### src/bpe_ram.sv
// Generic single-port-write, single-port-read RAM with registered read data.
// Self contained; no reset on the array.
`default_nettype none

module bpe_ram #(
    parameter int WIDTH = 32,
    parameter int DEPTH = 64
) (
    input  logic                     i_clk,
    input  logic                     i_we,
    input  logic [$clog2(DEPTH)-1:0] i_waddr,
    input  logic [WIDTH-1:0]         i_wdata,
    input  logic                     i_re,
    input  logic [$clog2(DEPTH)-1:0] i_raddr,
    output logic [WIDTH-1:0]         o_rdata
);

    logic [WIDTH-1:0] r_mem [DEPTH];
    logic [WIDTH-1:0] r_rdata;

    always_ff @(posedge i_clk) begin
        if (i_we) begin
            r_mem[i_waddr] <= i_wdata;
        end
        if (i_re) begin
            r_rdata <= r_mem[i_raddr];
        end
    end

    assign o_rdata = r_rdata;

endmodule

`default_nettype wire

### config.mk
export PLATFORM = sky130hd
export DESIGN_NAME = bpe_ram
export DESIGN_NICKNAME = d
export VERILOG_FILES = /design/src/bpe_ram.sv
export SDC_FILE = /design/constraint.sdc
export NUM_CORES = 2
export LEC_CHECK = 0
export ABC_AREA = 1
export ABC_CLOCK_PERIOD_IN_PS = 4700
export BUFFER_PORTS_ARGS = -buffer_cell sky130_fd_sc_hd__buf_2
export CAP_MARGIN = 10
export CORE_ASPECT_RATIO = 0.6
export CORE_MARGIN = 3
export CORE_UTILIZATION = 35
export CTS_CLUSTER_SIZE = 20
export DETAILED_ROUTE_END_ITERATION = 16
export PLACE_DENSITY_LB_ADDON = 0.3
export SLEW_MARGIN = 30
export SYNTH_ARGS = -nofsm -noshare
export SYNTH_HDL_FRONTEND = slang
export SYNTH_SLANG_ARGS = --single-unit
### constraint.sdc
create_clock -name i_clk -period 4.7 [get_ports i_clk]
set_input_delay 0.94 -clock i_clk [delete_from_list [all_inputs] [get_ports i_clk]]
set_output_delay 0.94 -clock i_clk [all_outputs]
set_load 0.01 [all_outputs]
# After elaboration in Yosys (flattened, before gate mapping)
# Memories as Yosys holds them, arrays and structs flattened. A register that Yosys moved wholly into a read port is not among the register bits.
# Cells that the tools add are included.
# totals
ff_bits,0
ram_bits,2048
mem_bits_ro,0
latchBits,0
word_cells,3
mem_count,1
inputBits,47
# memory_table
name,words,width,rd,rd_ports_with_merged_regs,write_ports,line,text
r_mem,64,32,1,1,1,18,logic [WIDTH-1:0] r_mem [DEPTH];
# classes
multipliers,0
magnitude_cmp,0
add_sub_neg,0
n_div,0
eq_ne,0
n_mux,2
n_reduce_logical,0
bitwise,0
shifts,0
# ops
op,count
$mux 1,2

# Logic depth before layout (Yosys ltp)
# logic_depth
word_depth,2
ltp_mapped,13

# Worst setup path before layout
# No wires, ideal clock.
# synth_timing
kind,input port to flip-flop
startpoint,input port i_we
endpoint,memory r_mem[48][0] (enable)
slack_ps,-370
setup_ps,502
cell_stages,3
required_ps,4198
arrival_ps,4568
path_cell_list,clkbuf_1 -> nand4_1 -> nor4_1
# synth_via
elab_chain_len,2
# synth_rtl
element,line,text
from (decl),10,"input logic i_we,"
$mux 1,22,if (i_we) begin
$mux 1 (not written as such),23,r_mem[i_waddr] <= i_wdata;
to (decl),18,
# Every way passes these cells.

# Worst setup path in the final report
# layout_timing
startpoint,register r_rdata[29] (netlist: o_rdata[29]) (read register of r_mem)
endpoint,output port o_rdata[29]
# layout_rtl
element,line,text
from (decl),19,logic [WIDTH-1:0] r_rdata;
to (decl),15,output logic [WIDTH-1:0] o_rdata
# No word-level cell between the ends.

==> metrics.yaml <==
synthesis:
  yosys.cell_count.top_type: "nand2_1"
  synth_ff_type: "edfxtp_1"
  yosysWarnings: 0
  synth-seq-cells: 2080
  synthArstFlopShare_pct: 0
  avgSynthCellArea_um2: 12.3
  synth_cells: 6769
  syn_nets: 6816
  synthDistinctLibCells: 15
  synth_area_um2: 83100
  synth_top_area_share_pct: 75.2
  synthTopCellsByArea: "edfxtp_1, nand3_1, nand2_1, buf_2, buf_4"
  synth_edf_count: 2080
  yosysSeqAreaShare_pct: 75.2
  synth_commonest_cells: "nand2_1, edfxtp_1, nand3_1, buf_2, clkbuf_1"
  synth_top_cell_by_area: "edfxtp_1"
setup_path:
  required_ns: 3.76
  crit_chain: "buf_2"
  critPathKind: "flop to output pin"
  critPathBufInv: 1
  setup.worst_path.end_class: "output pin"
  start_kind: "flop"
  cp_max_fo: 1
  arrival_ns: 1.84
  crit_family: "flip-flops"
  crit_path_top_delay_cell: "edfxtp_1"
  max_stage_delay_ns: 0.76
route:
  ant_nets: 0
  routed_wl_um: 255000
  post-route-drc-count: 0
  wl_per_cell_um: 25.3
  via_count: 54600
  drtIter0Drc: 7527
  via_per_inst: 5.41
  dr.pass1.iters: 8
cells_and_area:
  final_cells: 10100
  drive_gt1_share_pct: 8.79
  num-nets-final: 6861
  syn_to_final_growth_pct: 12.6
sta:
  fin_crit_sh_pct: 59.2
  finalCriticalPeriod_ns: 2.78
  fmax_ghz: 0.359
  slew_headroom_pct: 39.8
  worst_pin_slew_ns: 0.903
  skew_ns: 0.0279
  hold_viol_final: 0
  setup_slack_ns: 1.92
  setup_viol: 0
  grt_setup_unrepaired: "no"
  slew_violations: 0
  setup_tns_ns: 0
power_and_ir_drop:
  p_total_mw: 37.5
  p_leak_nw: 32.3
  p_per_area_nw_per_um2: 401
  vdd_drop_max_uv: 299
global_routing:
  grt_usage_pct: 20.4
  grt_overflow: 0
  grt_max_degree: 157
  antenna_found_initial: 24
  grt_pass1_vias: 50600
  grt_pass1_wl_um: 368000
cts:
  cts_setup_buffers: 0
  cts_tree: "yes"
  clk_latency_ns: 0.82
  clockBufferDepth: 4
  cts_resized: 0
  clk_pin_slew_ns: 0.07
  htreeDepth: 4
  cts_sinks: 2080
  cts_hold_buffers: 0
  clock-root-buffer: "clkbuf_16"
  cts_buffers: 182
placed_design:
  io_buffers: 78
  hpwlAfterDp_um: 145000
  dp_cells: 9757
  pre_cts_ws_ns: 1.26
  gp_congestion: 0.816
floorplan:
  pin_count: 79
  core.rowCount: 137
  start_util_pct: 35.5
  dieArea_um2: 243000
  die_y_um: 383
  die_w_um: 635
  core_um2: 234000
min_path:
  hold_path_class: "input pin to flop"
status:
  status: "completed"
job:
  drv_cap: 0
per-layer routing:
metal  share of wire (%)  vias to the layer above  wire [um]  GRT usage, %
met5               0.071                        -        182             0
met4                 2.0                       16       5010          3.98
met3                  11                      322      27100          4.29
met2                  42                     2875     106000          28.8
met1                  46                    27100     117000          32.1
li1                    -                    24200          -             -
path summary, 6_finish.rpt:
kind / startpoint / to / slack [ns] / cells past startpoint
worst max-delay path: o_rdata[29]$_DFFE_PP_ / o_rdata[29] / 1.92 / 1
worst min-delay path: i_wdata[2] / r_mem[4][2]$_DFFE_PP_ / 0.51 / 1
worst max register to register: r_mem[19][18]$_DFFE_PP_ / o_rdata[18]$_DFFE_PP_ / 2.87 / 8
worst min register to register: r_mem[14][7]$_DFFE_PP_ / o_rdata[7]$_DFFE_PP_ / 0.87 / 8
cell type report:
cell class / instances / area, um2
fill: 21900 / 141000
inverter: 12 / 86.3
timing repair buffer: 310 / 2780
sequential: 2080 / 62500
antenna: 14 / 35.0
clock inverter: 81 / 639
clock buffer: 230 / 4820
tap: 3127 / 3910
multi-input combinational: 4228 / 18800
metrics by stage:
stage	area (um2)	hold slack [ns]	utilization (%)
2_1_floorplan	83100	0.797	-
3_3_place_gp	88000	0.843	37.6
3_5_place_dp	88000	0.849	37.6
4_1_cts	93500	0.465	39.9
5_1_grt	93500	0.477	39.9
6_report	93500	0.509	39.9
sequential cells by signal (all words and copies together) (netlist names):
signal / flops
o_rdata: 32
r_mem: 2048
worst register-to-register path, delay by kind of cell, from the launching register on:
kind | cells | cell delay (ns)
flip-flops | 1 | 0.36
AND/OR/NAND/NOR | 8 | 1.19
power breakdown:
part           internal [mW]  switching (mW)  leakage, nW
Clock                   7.79            6.68         2.67
Combinational          0.587            1.82         10.9
Sequential              20.6          0.0929         18.7
Total                   28.9            8.59         32.3
cells by family (layout without fill, tap and decap cells):
kind of cell / count (synthesis) / in the layout / share of synthesized area [%]
buffers and inverters: 461 / 633 / 2.77
flip-flops: 2080 / 2080 / 75.2
other: 0 / 14 / 0
AND/OR/NAND/NOR: 4228 / 4228 / 22.0
cell usage in the layout (no fill, tap or decap), types with 9 or more instances in the layout:
cell,instances
nand2_1,2248
clkbuf_1,44
bufinv_16,10
buf_2,67
buf_12,46
buf_4,192
edfxtp_1,2080
nand3_1,1907
clkinv_1,37
diode_2,14
clkinv_2,27
nor2_4,56
nand4_1,9
clkbuf_16,186
Power figures use the tool's default switching activity.
