$ cat src/bpe_pkg.sv
// Shared constants, types and state encodings for the bivariate polynomial evaluator.
// Depends on nothing; every other file but the self-contained bpe_ram refers to it by scoped names.
`default_nettype none

package bpe_pkg;

    // Degree limit and derived table sizes
    localparam int MAX_DEGREE = 10;
    localparam int NTERMS     = (MAX_DEGREE + 1) * (MAX_DEGREE + 2) / 2;
    localparam int DEG_W      = $clog2(MAX_DEGREE + 1);
    localparam int TIDX_W     = $clog2(NTERMS);
    localparam int PWR_DEPTH  = 2 * (MAX_DEGREE + 1);
    localparam int PA_W       = $clog2(PWR_DEPTH);
    localparam int Y_BASE     = MAX_DEGREE + 1;

    // Port field widths
    localparam int IDX_W  = 7;
    localparam int COEF_W = 32;
    localparam int PT_W   = 16;
    localparam int RES_W  = 48;
    localparam int CFG_W  = 4;

    // Fixed point formats
    localparam int IN_FRAC  = 14;
    localparam int POW_FRAC = 28;
    localparam int POW_W    = 40;
    localparam int HALF_W   = POW_W / 2;
    localparam int MUL_W    = 2 * POW_W;
    localparam int TERM_W   = COEF_W + POW_W - POW_FRAC;
    localparam int ACC_RAW  = TERM_W + $clog2(NTERMS);
    localparam int ACC_W    = (ACC_RAW > RES_W) ? ACC_RAW : RES_W + 1;

    localparam logic signed [POW_W-1:0] POW_ONE =
        {{(POW_W - POW_FRAC - 1){1'b0}}, 1'b1, {POW_FRAC{1'b0}}};
    localparam logic signed [POW_W-1:0] POW_MAX = {1'b0, {(POW_W - 1){1'b1}}};
    localparam logic signed [POW_W-1:0] POW_MIN = {1'b1, {(POW_W - 1){1'b0}}};
    localparam logic signed [RES_W-1:0] RES_MAX = {1'b0, {(RES_W - 1){1'b1}}};
    localparam logic signed [RES_W-1:0] RES_MIN = {1'b1, {(RES_W - 1){1'b0}}};

    // Item kinds
    localparam logic KIND_LOAD = 1'b0;
    localparam logic KIND_EVAL = 1'b1;

    typedef enum logic [3:0] {
        ST_IDLE,
        ST_PINIT_X,
        ST_PINIT_Y,
        ST_PSTART,
        ST_PWAIT,
        ST_TRD_X,
        ST_TRD_Y,
        ST_TMONO,
        ST_TMONO_W,
        ST_TTERM,
        ST_TTERM_W,
        ST_DONE
    } t_state;

    typedef enum logic [1:0] {
        MUL_IDLE,
        MUL_LO,
        MUL_HI,
        MUL_FIN
    } t_mul_phase;

    typedef struct packed {
        logic start;
        logic frac_hi;   // 1: shift by POW_FRAC, 0: shift by IN_FRAC
    } t_mul_ctl;

endpackage

`default_nettype wire

$ cat src/bpe_ram.sv
// Generic single-port-write, single-port-read RAM with registered read data.
// Self contained; no reset on the array.
`default_nettype none

module bpe_ram #(
    parameter int WIDTH = 32,
    parameter int DEPTH = 64
) (
    input  logic                     i_clk,
    input  logic                     i_we,
    input  logic [$clog2(DEPTH)-1:0] i_waddr,
    input  logic [WIDTH-1:0]         i_wdata,
    input  logic                     i_re,
    input  logic [$clog2(DEPTH)-1:0] i_raddr,
    output logic [WIDTH-1:0]         o_rdata
);

    logic [WIDTH-1:0] r_mem [DEPTH];
    logic [WIDTH-1:0] r_rdata;

    always_ff @(posedge i_clk) begin
        if (i_we) begin
            r_mem[i_waddr] <= i_wdata;
        end
        if (i_re) begin
            r_rdata <= r_mem[i_raddr];
        end
    end

    assign o_rdata = r_rdata;

endmodule

`default_nettype wire

$ cat src/bpe_coef.sv
// Coefficient table: RAM plus per-entry valid bits so unwritten entries read zero.
// Depends on bpe_pkg and bpe_ram.
`default_nettype none

module bpe_coef (
    input  logic                                i_clk,
    input  logic                                i_rst_n,
    input  logic                                i_we,
    input  logic [bpe_pkg::TIDX_W-1:0]          i_waddr,
    input  logic signed [bpe_pkg::COEF_W-1:0]   i_wdata,
    input  logic                                i_re,
    input  logic [bpe_pkg::TIDX_W-1:0]          i_raddr,
    output logic signed [bpe_pkg::COEF_W-1:0]   o_rdata
);

    logic [bpe_pkg::NTERMS-1:0]   r_valid;
    logic                         r_rd_valid;
    logic [bpe_pkg::COEF_W-1:0]   w_ram_q;

    bpe_ram #(
        .WIDTH (bpe_pkg::COEF_W),
        .DEPTH (bpe_pkg::NTERMS)
    ) u_ram (
        .i_clk   (i_clk),
        .i_we    (i_we),
        .i_waddr (i_waddr),
        .i_wdata (i_wdata),
        .i_re    (i_re),
        .i_raddr (i_raddr),
        .o_rdata (w_ram_q)
    );

    // valid bits stand in for clearing the RAM after reset
    always_ff @(posedge i_clk) begin
        if (!i_rst_n) begin
            r_valid    <= '0;
            r_rd_valid <= 1'b0;
        end else begin
            if (i_we) begin
                r_valid[i_waddr] <= 1'b1;
            end
            if (i_re) begin
                r_rd_valid <= r_valid[i_raddr];
            end
        end
    end

    assign o_rdata = r_rd_valid ? w_ram_q : '0;

endmodule

`default_nettype wire

$ cat config.mk
export PLATFORM = sky130hd
export DESIGN_NAME = bpe_coef
export DESIGN_NICKNAME = d
export VERILOG_FILES = /design/src/bpe_pkg.sv /design/src/bpe_ram.sv /design/src/bpe_coef.sv
export SDC_FILE = /design/constraint.sdc
export NUM_CORES = 2
export LEC_CHECK = 0
export BUFFER_PORTS_ARGS = -buffer_cell sky130_fd_sc_hd__buf_2
export CORE_MARGIN = 2
export CORE_UTILIZATION = 60
export DETAILED_ROUTE_END_ITERATION = 12
export PLACE_DENSITY = 0.81
export SYNTH_ARGS = -nofsm -noshare
export SYNTH_HDL_FRONTEND = slang
export SYNTH_SLANG_ARGS = --single-unit
$ cat constraint.sdc
create_clock -name i_clk -period 5.85 [get_ports i_clk]
set_input_delay 1.755 -clock i_clk [delete_from_list [all_inputs] [get_ports i_clk]]
set_output_delay 1.755 -clock i_clk [all_outputs]
set_load 0.01 [all_outputs]
# After elaboration in Yosys (flattened, before gate mapping)
# Memories as Yosys holds them, arrays and structs flattened. A register that Yosys moved wholly into a read port is not among the register bits.
# Cells that the tools add are included.
[totals] ramBits=2112 out_inout_bits=32 memories=1 elab_cells=15 ff_bits=67 inputBits=50
[classes] n_bitwise=1 muxes=7 n_lt_le_gt_ge=3 reduce_logical=1
[mem_list] memory="u_ram.r_mem" depth=66 word_bits=32 rd=1 rd_clocked_by_memory_dff=1 wr=1 line="bpe_ram.sv:18" rtl="logic [WIDTH-1:0] r_mem [DEPTH];"
[ops] op="$or 66x66->66" count=1
[ops] op="$mux 32" count=1
[ops] op="$lt 7x8->1 const B" count=2
[ops] op="$bmux 1 s7" count=1
[ops] op="$demux 1 s7" count=1
[ops] op="$ge 7x1->1 const B" count=1
[ops] op="$mux 1" count=4
[ops] op="$logic_and 1x1->1" count=1

# Logic depth before layout (Yosys ltp)
[logic_depth] ltp_word=5 mapped_depth=11 depth_no_buf=5

# Modules after synthesis
# From an unflattened synthesis, not the netlist that was laid out.
[hier_totals] cells_unflattened=3955 area_unflattened_um2=85150.4
[modules_own_cells] module="bpe_ram" n_inst=1 cells_each=3610 seq_area_each_um2=64381.7 area_each_um2=81944.8
[modules_own_cells] module="bpe_coef" n_inst=1 cells_each=345 seq_area_each_um2=1341.3 area_each_um2=3205.6

# Worst setup path after synthesis
# No wires, ideal clock.
[synth_path] path_kind="input port to flip-flop" start="input i_waddr[3] in the netlist's numbering" end="memory u_ram.r_mem[16][0], enable pin" arrival_time_ns=4.528 path_stages=3 setup_slack_ns=0.859 setup_ns=0.463 t_required_ns=5.387 path_buffers=0 cell_sequence="nor4b_1 -> nand2_1 -> nor3_1"
[synth_lines] element="start: declaration" line="bpe_coef.sv:9" rtl="input logic [bpe_pkg::TIDX_W-1:0] i_waddr,"
[synth_lines] element="end: declaration" line="bpe_ram.sv:18"
# No word-level cell before the write port.

# Worst setup path after layout
[layout_path] start="register r_rd_valid" end="output o_rdata[6] in the netlist's numbering"
[layout_between] elab_chain_len=1
[layout_rtl] element="start: declaration" line="bpe_coef.sv:17" rtl="logic r_rd_valid;"
[layout_rtl] element="start signal: assignment" line="bpe_coef.sv:43" rtl="r_rd_valid <= r_valid[i_raddr];"
[layout_rtl] element="$mux 32" line="bpe_coef.sv:48" rtl="assign o_rdata = r_rd_valid ? w_ram_q : '0;"
[layout_rtl] element="end: declaration" line="bpe_coef.sv:13" rtl="output logic signed [bpe_pkg::COEF_W-1:0] o_rdata"
# Every way passes these cells.

==> run summary <==
PD cells - 337 nW/um^2
CP Capture Type - primary output
first-pass GRT wire length - 323000 um
Port-buffer cells - 81
Post-CTS Hold Fix Bufs - 0
sequential element share of the synthesized area - 77.9%
CP Cell Sequence - buf_4 > and2_1 > buf_2
largest net degree at the start of global routing - 97
largest family of logic cells by synthesized area - multiplexers
Net Sw Power - 6.82 mW
commonest cells after routing, fill and taps aside - 2144 x edfxtp_1, 545 x mux4_2, 210 x clkbuf_16, 161 x mux2i_1, 115 x buf_4
Resized cells post-CTS - 0
Power Total - 32.0 mW
Gate Count Post-Synth - 3757
Post-synth EDFFs - 2144
Die ar. - 144000 sq um
synthesized-area fraction occupied by adder cells - 0%
H-tree depth - 4
dpl cell area - 88300 sq um
global routing usage on met1 - 43.4%
dpl hpwl - 120000 um
CP delay by family, top - flip-flops
drt pass-1 iters - 6
CTS sink count - 2211
WHS Endpoint - r_valid[4]
Net Sw Frac - 21.3%
final net count - 4038
worst-case clock skew - 0.0316 ns
Post-Synth XOR/XNOR Area - 0%
area of the multi-input gates - 18200 sq um
Yosys Warn Count - 0
Reg area - 65700 sq um
MaxCap Viol Count - 0
Remaining Overflow, GRT - 0
initial drt markers - 7283
Worst R2R Start - u_ram.r_mem[37][25]
Syn Area/Cell - 22.5 sq um
RSZ-0062 raised after global routing - false
Slew Viols, Final - 0
final period utilization - 80.0%
reg-to-reg slack, setup - 3.32 ns
fin area - 94700 sq um
ys flop type - edfxtp_1
LEAKAGE - 29.9 nW
CTS buffer count - 203
Highest Clock Rate - 214 MHz
endpoint arrival time on the critical path - 2.92 ns
Mapped Area - 84400 sq um
Slew headroom - 7.75%
vias in the first global route - 43900
proportion of synthesized area in mux cells - 17.0%
Synth area leader - edfxtp_1
Max clock buf depth - 3
worst-path fanout max - 19
commonest non-fill, non-tap cell in the layout - edfxtp_1
setup bufs post-CTS - 0
share of cells above drive strength 1 - 28.0%
Avg WL per Cell - 37.9 um
Worst Hold Class - register to register
Fill cells - 8091
WHS Path Cells - 1
root buf cell - clkbuf_16
final WL - 229000 um
final setup vio count - 0
Final TNS setup - 0 ns
Yosys top cell area share - 76.3%
worst skew pair latency - 0.85 ns
Max VDD drop - 0.360 mV
Compound-Gate Fraction of Synth Area - 2.04%
Die Wd - 379 um
Pint - 25.1 mW
HP Start - r_valid[4]
antenna violations before repair - 11
ranking of synthesized cells by area - edfxtp_1 76%, mux4_2 15%, mux2i_1 1.9%, dfxtp_1 1.6%, o21a_1 0.59%
GR Util All Layers - 32.5%
post-route ant nets - 0
worst hold slack - 0.465 ns
fraction of registers with async set/reset - 0%
critical path launch point type - register
Vias - 43700
M2 GR Usage - 50.9%
Rows - 137
Crit path largest cell delay - 1.14 ns
Area Growth Syn to Fin - 12.3%
CTS tree - yes
combinational power share - 4.7%
slowest stage cell, crit path - dfxtp_1
met3 usage - 8.26%
Initial Utilization - 60.5%
Worst-Margin Slew - 1.38 ns
Clock transition at path regs - 0.07 ns
FF+latch count, synth - 2211
Yosys cell types - 50
GRT busiest layer - met2
WS Path Type - register to primary output
R2R Path End - u_ram.o_rdata[25]
Post-Synth Simple-Gate Area - 1.94%
vias per cell - 7.22
drt drc - 0
Final Hold Vio Count - 0
WP data required - 4.09 ns
num ports - 82
core area - 140000 sq um
sequential share of power - 54.7%
Buf/Inv on CP - 2
fin crit period - 4.68 ns
Clock power frac - 40.6%
Die Span Y - 379 um
status - finished clean
cell depth of the worst flop-to-flop path - 4
Synthesized Nets - 3807
GPL Wtd Cong - 0.848
==> through the flow <==
stage | setup WS, ns | std cells | utilization (%)
4_1_cts | 1.29 | 6036 | 67.9
3_5_place_dp | 0.984 | 5659 | 63.3
3_3_place_gp | 1.03 | 5659 | 63.3
6_report | 1.17 | 6049 | 67.9
5_1_grt | 1.25 | 6046 | 67.9
2_1_floorplan | 0.859 | 3757 | -
==> flip-flops by register name, summed over array words and instances, names as in the netlist <==
| name | count |
|---|---|
| u_ram.r_mem | 2112 |
| r_valid | 66 |
| u_ram.o_rdata | 32 |
| r_rd_valid | 1 |
==> power by group through the flow <==
stage                     clock (mW)  combinational [mW]  sequential [mW]
after floorplan                    0               0.832             17.8
after global placement             0                1.40             17.8
after detailed placement           0                1.44             17.8
after CTS                       13.0                1.47             17.5
after global routing            13.6                1.55             17.5
final                           13.0                1.49             17.5
==> final cells by class <==
class	instances	share of cell area [%]
Sequential cell	2211	69.4
Multi-Input combinational cell	1336	19.2
Clock buffer	272	5.86
Tap cell	1876	2.48
Timing Repair Buffer	232	2.15
Clock inverter	105	0.924
Antenna cell	13	0.0343
Inverter	4	0.0158
==> routing by layer <==
layer / part of all wire [%] / wire [um] / vias to the layer above
li1: - / - / 16300
met1: 33 / 75800 / 22600
met2: 48 / 110000 / 4014
met3: 13 / 30900 / 686
met4: 5.5 / 12700 / 8
met5: 0.020 / 47 / -
==> cell usage after synthesis (all sizes together) (2+ instances only) <==
| cell type | count |
|---|---|
| nand3b | 6 |
| nor3 | 14 |
| o221ai | 8 |
| a31oi | 3 |
| nand3 | 76 |
| edfxtp | 2144 |
| nand2 | 71 |
| mux2i | 161 |
| a211oi | 9 |
| o22a | 2 |
| nand2b | 24 |
| a221o | 2 |
| mux4 | 545 |
| o22ai | 43 |
| o211ai | 2 |
| and2 | 36 |
| o21ai | 21 |
| buf | 111 |
| or2 | 4 |
| o31ai | 3 |
| a221oi | 4 |
| clkbuf | 95 |
| dfxtp | 67 |
| nand4 | 2 |
| nor2b | 14 |
| inv | 4 |
| a22oi | 30 |
| a32oi | 3 |
| mux2 | 37 |
| a21oi | 53 |
| o21a | 66 |
| nor4 | 3 |
| or3b | 3 |
| nor2 | 80 |
==> how the worst max path moves through the flow <==
stage / startpoint / end / slack (ns) / cells after the start
global route: r_rd_valid / o_rdata[6] / 1.25 / 3
detailed placement: i_raddr[1] / u_ram.o_rdata[3] / 0.98 / 8
finish: r_rd_valid / o_rdata[6] / 1.17 / 3
global placement: i_raddr[1] / u_ram.o_rdata[3] / 1.03 / 8
CTS: r_rd_valid / o_rdata[6] / 1.29 / 3
floorplan: i_waddr[3] / u_ram.r_mem[16][0] / 0.86 / 3
==> cells by family (layout without fill, tap and decap cells) <==
group / Yosys count / in the layout
flops: 2211 / 2211
mux: 743 / 743
simple gates: 337 / 337
compound gates: 256 / 256
buf+inv: 210 / 613
other cells: 0 / 13
Power figures use the tool's default switching activity.
