$ cat config.mk
export PLATFORM = sky130hd
export DESIGN_NAME = bpe_mul
export DESIGN_NICKNAME = d
export VERILOG_FILES = /design/src/bpe_pkg.sv /design/src/bpe_mul.sv
export SDC_FILE = /design/constraint.sdc
export NUM_CORES = 2
export LEC_CHECK = 0
export ABC_CLOCK_PERIOD_IN_PS = 10100
export BUFFER_PORTS_ARGS = -buffer_cell sky130_fd_sc_hd__buf_2
export CORE_ASPECT_RATIO = 0.8
export CORE_UTILIZATION = 40
export CTS_CLUSTER_DIAMETER = 60
export DETAILED_ROUTE_END_ITERATION = 10
export GPL_TIMING_DRIVEN = 0
export MAX_ROUTING_LAYER = met4
export PLACE_DENSITY = 0.69
export RECOVER_POWER = 25
export REMOVE_ABC_BUFFERS = 1
export SLEW_MARGIN = 15
export SYNTH_ARGS = -nofsm -noshare
export SYNTH_HDL_FRONTEND = slang
export SYNTH_SLANG_ARGS = --single-unit
$ cat constraint.sdc
create_clock -name i_clk -period 10.1 [get_ports i_clk]
set_clock_uncertainty 0.1 [all_clocks]
set_input_delay 1.01 -clock i_clk [delete_from_list [all_inputs] [get_ports i_clk]]
set_output_delay 1.01 -clock i_clk [all_outputs]
set_load 0.01 [all_outputs]
$ cat src/bpe_pkg.sv
// Shared constants, types and state encodings for the bivariate polynomial evaluator.
// Depends on nothing; every other file but the self-contained bpe_ram refers to it by scoped names.
`default_nettype none

package bpe_pkg;

    // Degree limit and derived table sizes
    localparam int MAX_DEGREE = 10;
    localparam int NTERMS     = (MAX_DEGREE + 1) * (MAX_DEGREE + 2) / 2;
    localparam int DEG_W      = $clog2(MAX_DEGREE + 1);
    localparam int TIDX_W     = $clog2(NTERMS);
    localparam int PWR_DEPTH  = 2 * (MAX_DEGREE + 1);
    localparam int PA_W       = $clog2(PWR_DEPTH);
    localparam int Y_BASE     = MAX_DEGREE + 1;

    // Port field widths
    localparam int IDX_W  = 7;
    localparam int COEF_W = 32;
    localparam int PT_W   = 16;
    localparam int RES_W  = 48;
    localparam int CFG_W  = 4;

    // Fixed point formats
    localparam int IN_FRAC  = 14;
    localparam int POW_FRAC = 28;
    localparam int POW_W    = 40;
    localparam int HALF_W   = POW_W / 2;
    localparam int MUL_W    = 2 * POW_W;
    localparam int TERM_W   = COEF_W + POW_W - POW_FRAC;
    localparam int ACC_RAW  = TERM_W + $clog2(NTERMS);
    localparam int ACC_W    = (ACC_RAW > RES_W) ? ACC_RAW : RES_W + 1;

    localparam logic signed [POW_W-1:0] POW_ONE =
        {{(POW_W - POW_FRAC - 1){1'b0}}, 1'b1, {POW_FRAC{1'b0}}};
    localparam logic signed [POW_W-1:0] POW_MAX = {1'b0, {(POW_W - 1){1'b1}}};
    localparam logic signed [POW_W-1:0] POW_MIN = {1'b1, {(POW_W - 1){1'b0}}};
    localparam logic signed [RES_W-1:0] RES_MAX = {1'b0, {(RES_W - 1){1'b1}}};
    localparam logic signed [RES_W-1:0] RES_MIN = {1'b1, {(RES_W - 1){1'b0}}};

    // Item kinds
    localparam logic KIND_LOAD = 1'b0;
    localparam logic KIND_EVAL = 1'b1;

    typedef enum logic [3:0] {
        ST_IDLE,
        ST_PINIT_X,
        ST_PINIT_Y,
        ST_PSTART,
        ST_PWAIT,
        ST_TRD_X,
        ST_TRD_Y,
        ST_TMONO,
        ST_TMONO_W,
        ST_TTERM,
        ST_TTERM_W,
        ST_DONE
    } t_state;

    typedef enum logic [1:0] {
        MUL_IDLE,
        MUL_LO,
        MUL_HI,
        MUL_FIN
    } t_mul_phase;

    typedef struct packed {
        logic start;
        logic frac_hi;   // 1: shift by POW_FRAC, 0: shift by IN_FRAC
    } t_mul_ctl;

endpackage

`default_nettype wire

$ cat src/bpe_mul.sv
// Shared 40x40 signed multiplier: two 40x21 partial products in the MUL_LO and MUL_HI phases,
// then floor shift and 40-bit clamp on o_sat (o_wide is not clamped). Depends on bpe_pkg.
`default_nettype none

module bpe_mul (
    input  logic                                i_clk,
    input  logic                                i_rst_n,
    input  bpe_pkg::t_mul_ctl                   i_ctl,
    input  logic signed [bpe_pkg::POW_W-1:0]    i_a,
    input  logic signed [bpe_pkg::POW_W-1:0]    i_b,
    output logic                                o_done,
    output logic signed [bpe_pkg::POW_W-1:0]    o_sat,
    output logic signed [bpe_pkg::TERM_W-1:0]   o_wide
);

    bpe_pkg::t_mul_phase r_phase, n_phase;

    logic signed [bpe_pkg::POW_W-1:0]          r_a, r_b;
    logic                                      r_frac_hi;
    logic signed [bpe_pkg::MUL_W-1:0]          r_p;
    logic                                      r_done;
    logic signed [bpe_pkg::POW_W-1:0]          r_sat;
    logic signed [bpe_pkg::TERM_W-1:0]         r_wide;

    logic signed [bpe_pkg::HALF_W:0]                  w_bsel;
    logic signed [bpe_pkg::POW_W+bpe_pkg::HALF_W:0]   w_prod;
    logic signed [bpe_pkg::MUL_W-1:0]                 w_shifted;
    logic [bpe_pkg::MUL_W-bpe_pkg::POW_W:0]           w_top;
    logic                                             w_fits;

    // low half of b is unsigned, high half carries the sign
    always_comb begin
        if (r_phase == bpe_pkg::MUL_HI) begin
            w_bsel = {r_b[bpe_pkg::POW_W-1], r_b[bpe_pkg::POW_W-1:bpe_pkg::HALF_W]};
        end else begin
            w_bsel = {1'b0, r_b[bpe_pkg::HALF_W-1:0]};
        end
    end

    assign w_prod    = r_a * w_bsel;
    assign w_shifted = r_frac_hi ? (r_p >>> bpe_pkg::POW_FRAC) : (r_p >>> bpe_pkg::IN_FRAC);
    assign w_top     = w_shifted[bpe_pkg::MUL_W-1:bpe_pkg::POW_W-1];
    assign w_fits    = (&w_top) | ~(|w_top);

    always_comb begin
        n_phase = r_phase;
        case (r_phase)
            bpe_pkg::MUL_IDLE: begin
                if (i_ctl.start) begin
                    n_phase = bpe_pkg::MUL_LO;
                end
            end
            bpe_pkg::MUL_LO:  n_phase = bpe_pkg::MUL_HI;
            bpe_pkg::MUL_HI:  n_phase = bpe_pkg::MUL_FIN;
            bpe_pkg::MUL_FIN: n_phase = bpe_pkg::MUL_IDLE;
            default:          n_phase = bpe_pkg::MUL_IDLE;
        endcase
    end

    always_ff @(posedge i_clk) begin
        if (!i_rst_n) begin
            r_phase <= bpe_pkg::MUL_IDLE;
            r_done  <= 1'b0;
        end else begin
            r_phase <= n_phase;
            r_done  <= (r_phase == bpe_pkg::MUL_FIN);
        end
    end

    always_ff @(posedge i_clk) begin
        if (i_ctl.start && r_phase == bpe_pkg::MUL_IDLE) begin
            r_a       <= i_a;
            r_b       <= i_b;
            r_frac_hi <= i_ctl.frac_hi;
        end
        case (r_phase)
            bpe_pkg::MUL_LO: r_p <= bpe_pkg::MUL_W'(w_prod);
            bpe_pkg::MUL_HI: r_p <= r_p + (bpe_pkg::MUL_W'(w_prod) <<< bpe_pkg::HALF_W);
            bpe_pkg::MUL_FIN: begin
                r_sat  <= w_fits ? w_shifted[bpe_pkg::POW_W-1:0]
                                 : (w_shifted[bpe_pkg::MUL_W-1] ? bpe_pkg::POW_MIN
                                                                : bpe_pkg::POW_MAX);
                r_wide <= w_shifted[bpe_pkg::TERM_W-1:0];
            end
            default: ;
        endcase
    end

    assign o_done = r_done;
    assign o_sat  = r_sat;
    assign o_wide = r_wide;

    a_start_when_idle: assert property (@(posedge i_clk) disable iff (!i_rst_n)
        i_ctl.start |-> (r_phase == bpe_pkg::MUL_IDLE))
        else $error("multiplier started while busy");

    a_done_latency: assert property (@(posedge i_clk) disable iff (!i_rst_n)
        (i_ctl.start && r_phase == bpe_pkg::MUL_IDLE) |-> ##4 o_done)
        else $error("multiplier result not ready four cycles after start");

    a_done_pulse: assert property (@(posedge i_clk) disable iff (!i_rst_n)
        o_done |=> !o_done)
        else $error("multiplier done held longer than one cycle");

endmodule

`default_nettype wire

Yosys cells after proc, flatten, opt, wreduce, memory -nomap -nowiden
Cells that the tools add are included.
{"block": "classes", "mux": 7, "div": 0, "eq_ne": 4, "order_cmp": 0, "multipliers": 1, "bitwise": 2, "n_shift": 0, "n_reduce_logical": 5, "addsub": 1}
{"operator": "one-hot mux 80 bit (2 select lines)", "count": 1}
{"operator": "adder 80 bit", "count": 1}
{"operator": "2-to-1 mux 40 bit", "count": 2}
{"operator": "2-to-1 mux 65 bit", "count": 1}
{"operator": "multiplier 40 x 21 -> 61 bit", "count": 1}
{"operator": "AND reduction 41 bit", "count": 1}
{"operator": "OR reduction 41 bit", "count": 1}
{"operator": "2-to-1 mux 21 bit", "count": 1}
{"operator": "one-hot mux 2 bit (4 select lines)", "count": 1}
{"operator": "equality test 2 bit, second input constant", "count": 2}
{"operator": "equality test 2 x 1 -> 1 bit, second input constant", "count": 1}
{"operator": "zero test 2 bit", "count": 1}
{"operator": "2-to-1 mux 2 bit", "count": 1}
{"operator": "!= test 2 bit, second input constant", "count": 1}
{"operator": "nonzero test 2 bit", "count": 1}
{"operator": "logical AND 1 bit", "count": 1}
{"operator": "NOT 1 bit", "count": 1}
{"operator": "OR 1 bit", "count": 1}
{"block": "totals", "register_bits": 248, "in_bits": 84, "ram_bits": 0, "romBits": 0, "wordCells": 28, "n_memories": 0, "out_inout_bits": 85, "latchBits": 0}

Logic depth before layout (Yosys ltp)
{"block": "depth", "word_depth": 5, "mapped_depth": 43}

Worst setup path before layout
No wires, ideal clock.
{"block": "synth_path", "path_type": "reg2reg", "start": "register r_phase[0]", "end": "register r_p[73] (netlist bit) (data pin)", "stages_incl_launch_ff": 41, "setup_slack_ns": -0.063, "required_time_ns": 9.746, "setup_time_ns": 0.254, "t_arrival_ns": 9.810, "cell_sequence": "dfxtp_1 > inv_1 > ha_1 > clkbuf_1 > mux2_2 > clkbuf_1 > and2_1 > fa_1 > fa_1 > inv_1 > fa_1 > inv_1 > fa_1 > inv_1 > fa_1 > fa_1 > inv_1 > fa_1 > (+5 left out) > or3_1 > nand3_1 > o21ai_0 > a21oi_1 > o21ai_0 > xor2_1 > ha_1 > a211oi_1 > o21ai_0 > nor4_2 > o211ai_1 > and3_1 > a21o_1 > a2111oi_0 > nor3_1 > a31oi_1 > xnor2_1 > a21o_1"}
{"block": "synth_between", "elab_chain_cells": 5}
{"item": "start: declaration", "line": "bpe_mul.sv:16", "rtl": "bpe_pkg::t_mul_phase r_phase, n_phase;"}
{"item": "start signal: assignment", "line": "bpe_mul.sv:62", "rtl": "r_phase <= bpe_pkg::MUL_IDLE;"}
{"item": "start signal: assignment", "line": "bpe_mul.sv:65", "rtl": "r_phase <= n_phase;"}
{"item": "equality test 2 bit", "line": "bpe_mul.sv:33, bpe_mul.sv:76"}
{"item": "2-to-1 mux 21 bit", "line": "bpe_mul.sv:33", "rtl": "if (r_phase == bpe_pkg::MUL_HI) begin"}
{"item": "multiplier 40 x 21 -> 61 bit", "line": "bpe_mul.sv:40", "rtl": "assign w_prod = r_a * w_bsel;"}
{"item": "adder 80 bit", "line": "bpe_mul.sv:78", "rtl": "bpe_pkg::MUL_HI: r_p <= r_p + (bpe_pkg::MUL_W'(w_prod) <<< bpe_pkg::HALF_W);"}
{"item": "one-hot mux 80 bit (2 select lines) (*)", "line": "bpe_mul.sv:76", "rtl": "case (r_phase)"}
{"item": "end signal: assignment", "line": "bpe_mul.sv:77", "rtl": "bpe_pkg::MUL_LO: r_p <= bpe_pkg::MUL_W'(w_prod);"}
{"item": "end signal: assignment", "line": "bpe_mul.sv:78"}
{"item": "end: declaration", "line": "bpe_mul.sv:20", "rtl": "logic signed [bpe_pkg::MUL_W-1:0] r_p;"}
Every way passes the cells marked *; elsewhere a longest branch is shown, timed or not.
A chain may end at the register's enable or synchronous reset.

Final worst setup path
Same ends and word-level chain as after synthesis.

==> results.yml <==
sta:
  setup_ws_ps: -131
  finalMaxSlewViolations: 0
  period_share: 1.01
  hold_ws_ps: 455
  timing.setup.tns_ps: -397
  slew_headroom: 0.167
  fmax_mhz: 97.7
  setup_violations: 6
  rsz0062_at_grt: "true"
  hold_viol_final: 0
  period_minus_slack_ps: 10230
  tightest_slew_ps: 1250
layout:
  layout-drive-gt1-share: 0.182
  stdcell_area_um2: 48300
  final_util: 0.477
  final_nets: 5593
  area_growth_pct: 17.6
clock_tree:
  cts.hold.buffers_added: 0
  clk_pin_slew_worst_paths_ps: 70
  cts_tree: "built"
  clk_latency_ps: 630
  cts_root_buf: "clkbuf_16"
  cts_inserted_buffers: 29
  h-tree-depth: 1
  clk_path_buf_depth: 3
  cts.sinks: 234
critical_path:
  cpLargestDelayFamily: "adder cells"
  crit_fanout: 8
  cp.required_ps: 10380
  rr_endpoint: "r_p[73]"
  end_kind: "flip-flop"
  cp_slowest_stage_delay_ps: 590
  r2r_slack_ps: -130
  critPathKind: "flip-flop to flip-flop"
  cp_common_cell: "fa_1"
  crit_arrival_ps: 10510
  cp-start-kind: "flip-flop"
  worst-r2r-cell-count: 42
  crit_buf_inv: 11
  reg2reg_from: "r_phase[0]"
  cp_slowest_cell: "fa_2"
floorplanning:
  die-width_um: 360
  start_util: 0.406
  core_area_um2: 101000
  num_rows: 104
  dieArea_um2: 104000
  chipHeight_um: 289
  ios: 169
global_routing:
  grt_pass1_vias: 32600
  gr-total-overflow: 0
  grt_pass1_wl_um: 200000
  antenna_found_initial: 13
  grt_use_total: 0.264
  grt_max_degree: 62
synthesis:
  synth_ff_type: "edfxtp_1"
  synthSimpleGateAreaFrac: 0.129
  synthMuxAreaShare: 0.0363
  synth_top_cell_by_area: "fa_1"
  avgSynthCellArea_um2: 9.68
  synthTopCellsByArea: "fa_1, edfxtp_1, inv_1"
  async_reset_ff_frac: 0
  synth-compound-area-share: 0.0662
  synth_edf_count: 231
  synth_cell_types: 73
  syn_inst: 4241
  yosysWarnings: 0
  synth_xor_area_frac: 0.0256
  netlist_area_um2: 41100
  synthAdderAreaFrac: 0.466
  yosysMostFrequentCell: "inv_1"
  ys_seq_area_frac: 0.170
  yosys_register_bits: 234
  yosys-top-cells-count: "inv_1, fa_1, nand2_1"
  synthDominantCellAreaShare: 0.400
  synth_top_family_by_area: "adder cells"
placement:
  port_buffers: 168
  place_congestion: 0.946
  hpwl_um: 82500
  postPlaceCellArea_um2: 43000
routing:
  wl_met3_um: 19200
  wl_met1_um: 52400
  vias: 32000
  antenna_left: 0
  first_pass_iters: 9
  remaining_drc_errors: 0
  post_drt_wl_per_cell_um: 23.0
  drt_iter0_drc: 3257
  via_per_inst: 5.49
  wirelength_um: 134000
  wl_met2_um: 57700
  top_layer_used: "met4"
hold_path:
  whs_endpoint: "r_b[34]"
  hp-class: "input pin to flip-flop"
  hold_start: "i_b[34]"
  whs_path_depth: 1
run_status:
  run_status: "finished, violations left"
  violations: "negative setup slack"
run:
  cap_viol_max_count: 0
-- through the flow --
step	instances	setup slack, ps
floorplan	4032	-797
global placement	5525	-3970
detailed placement	5535	-2490
CTS	5744	-94.1
global route	5831	-282
finish	5832	-131
-- registers in the layout, indices dropped and copies added, names as in the netlist --
register and count:
o_done 1, o_sat 40, o_wide 44, r_a 40, r_b 40, r_frac_hi 1, r_p 66, r_phase 2
-- worst max-delay path by stage --
stage / startpoint / to / depth (start not counted)
floorplan: r_phase[0] / r_p[79] / 37
finish: r_phase[0] / r_p[73] / 42
global placement: r_phase[0] / r_p[79] / 37
global route: r_phase[0] / r_p[79] / 42
CTS: r_phase[0] / r_p[79] / 43
detailed placement: r_phase[0] / r_p[73] / 37
-- cells by family after synthesis --
logic type,after synthesis
AOI/OAI and AO/OA,415
xor gates and xnor gates,120
adders and majority gates,1036
buffers and inverters,1167
DFF,234
muxes,133
and+or+nand+nor,1136
-- cell type report --
cell class / count / area, µm²
antenna: 11 / 27.5
clock inverter: 25 / 299
inverter: 958 / 3600
clock buffer: 29 / 726
tap: 1325 / 1660
multi-input combinational: 2887 / 32200
sequential: 234 / 7000
fill: 9117 / 52800
timing repair buffer: 363 / 2780
-- repair_timing --
item	CTS	global route
pin swaps	87	107
gates resized for setup	235	147
buffers inserted	112	73
cloned	43	7
endpoints found under the setup margin	38	28
-- placed cells by master (no fill, tap or decap), types with 51 or more instances in the layout --
cell	count
a21o_1	78
inv_1	946
mux2_2	109
fa_1	804
a21oi_1	94
edfxtp_1	231
xnor2_1	57
o21ai_0	51
buf_2	151
ha_1	168
buf_4	147
and2_1	254
nor2_1	87
nand2_1	632
-- metal layers --
layer / global-route usage / vias up
met4: 0.0764 / 0
met3: 0.0879 / 327
li1: - / 13400
met2: 0.387 / 1786
met1: 0.346 / 16500
met5: - / -
-- worst reg2reg max path: cells and delay by family (launching register included) --
family | cells | cell delay (ps)
compound gates | 13 | 2690
xor+xnor | 2 | 260
fa+ha+maj | 10 | 4040
buf+inv | 11 | 1440
flops | 1 | 360
mux | 1 | 420
simple gates | 5 | 700
Power is left out: the tool's default activity adds up to more than one toggle a clock period on the data nets, which glitch-free logic cannot reach.
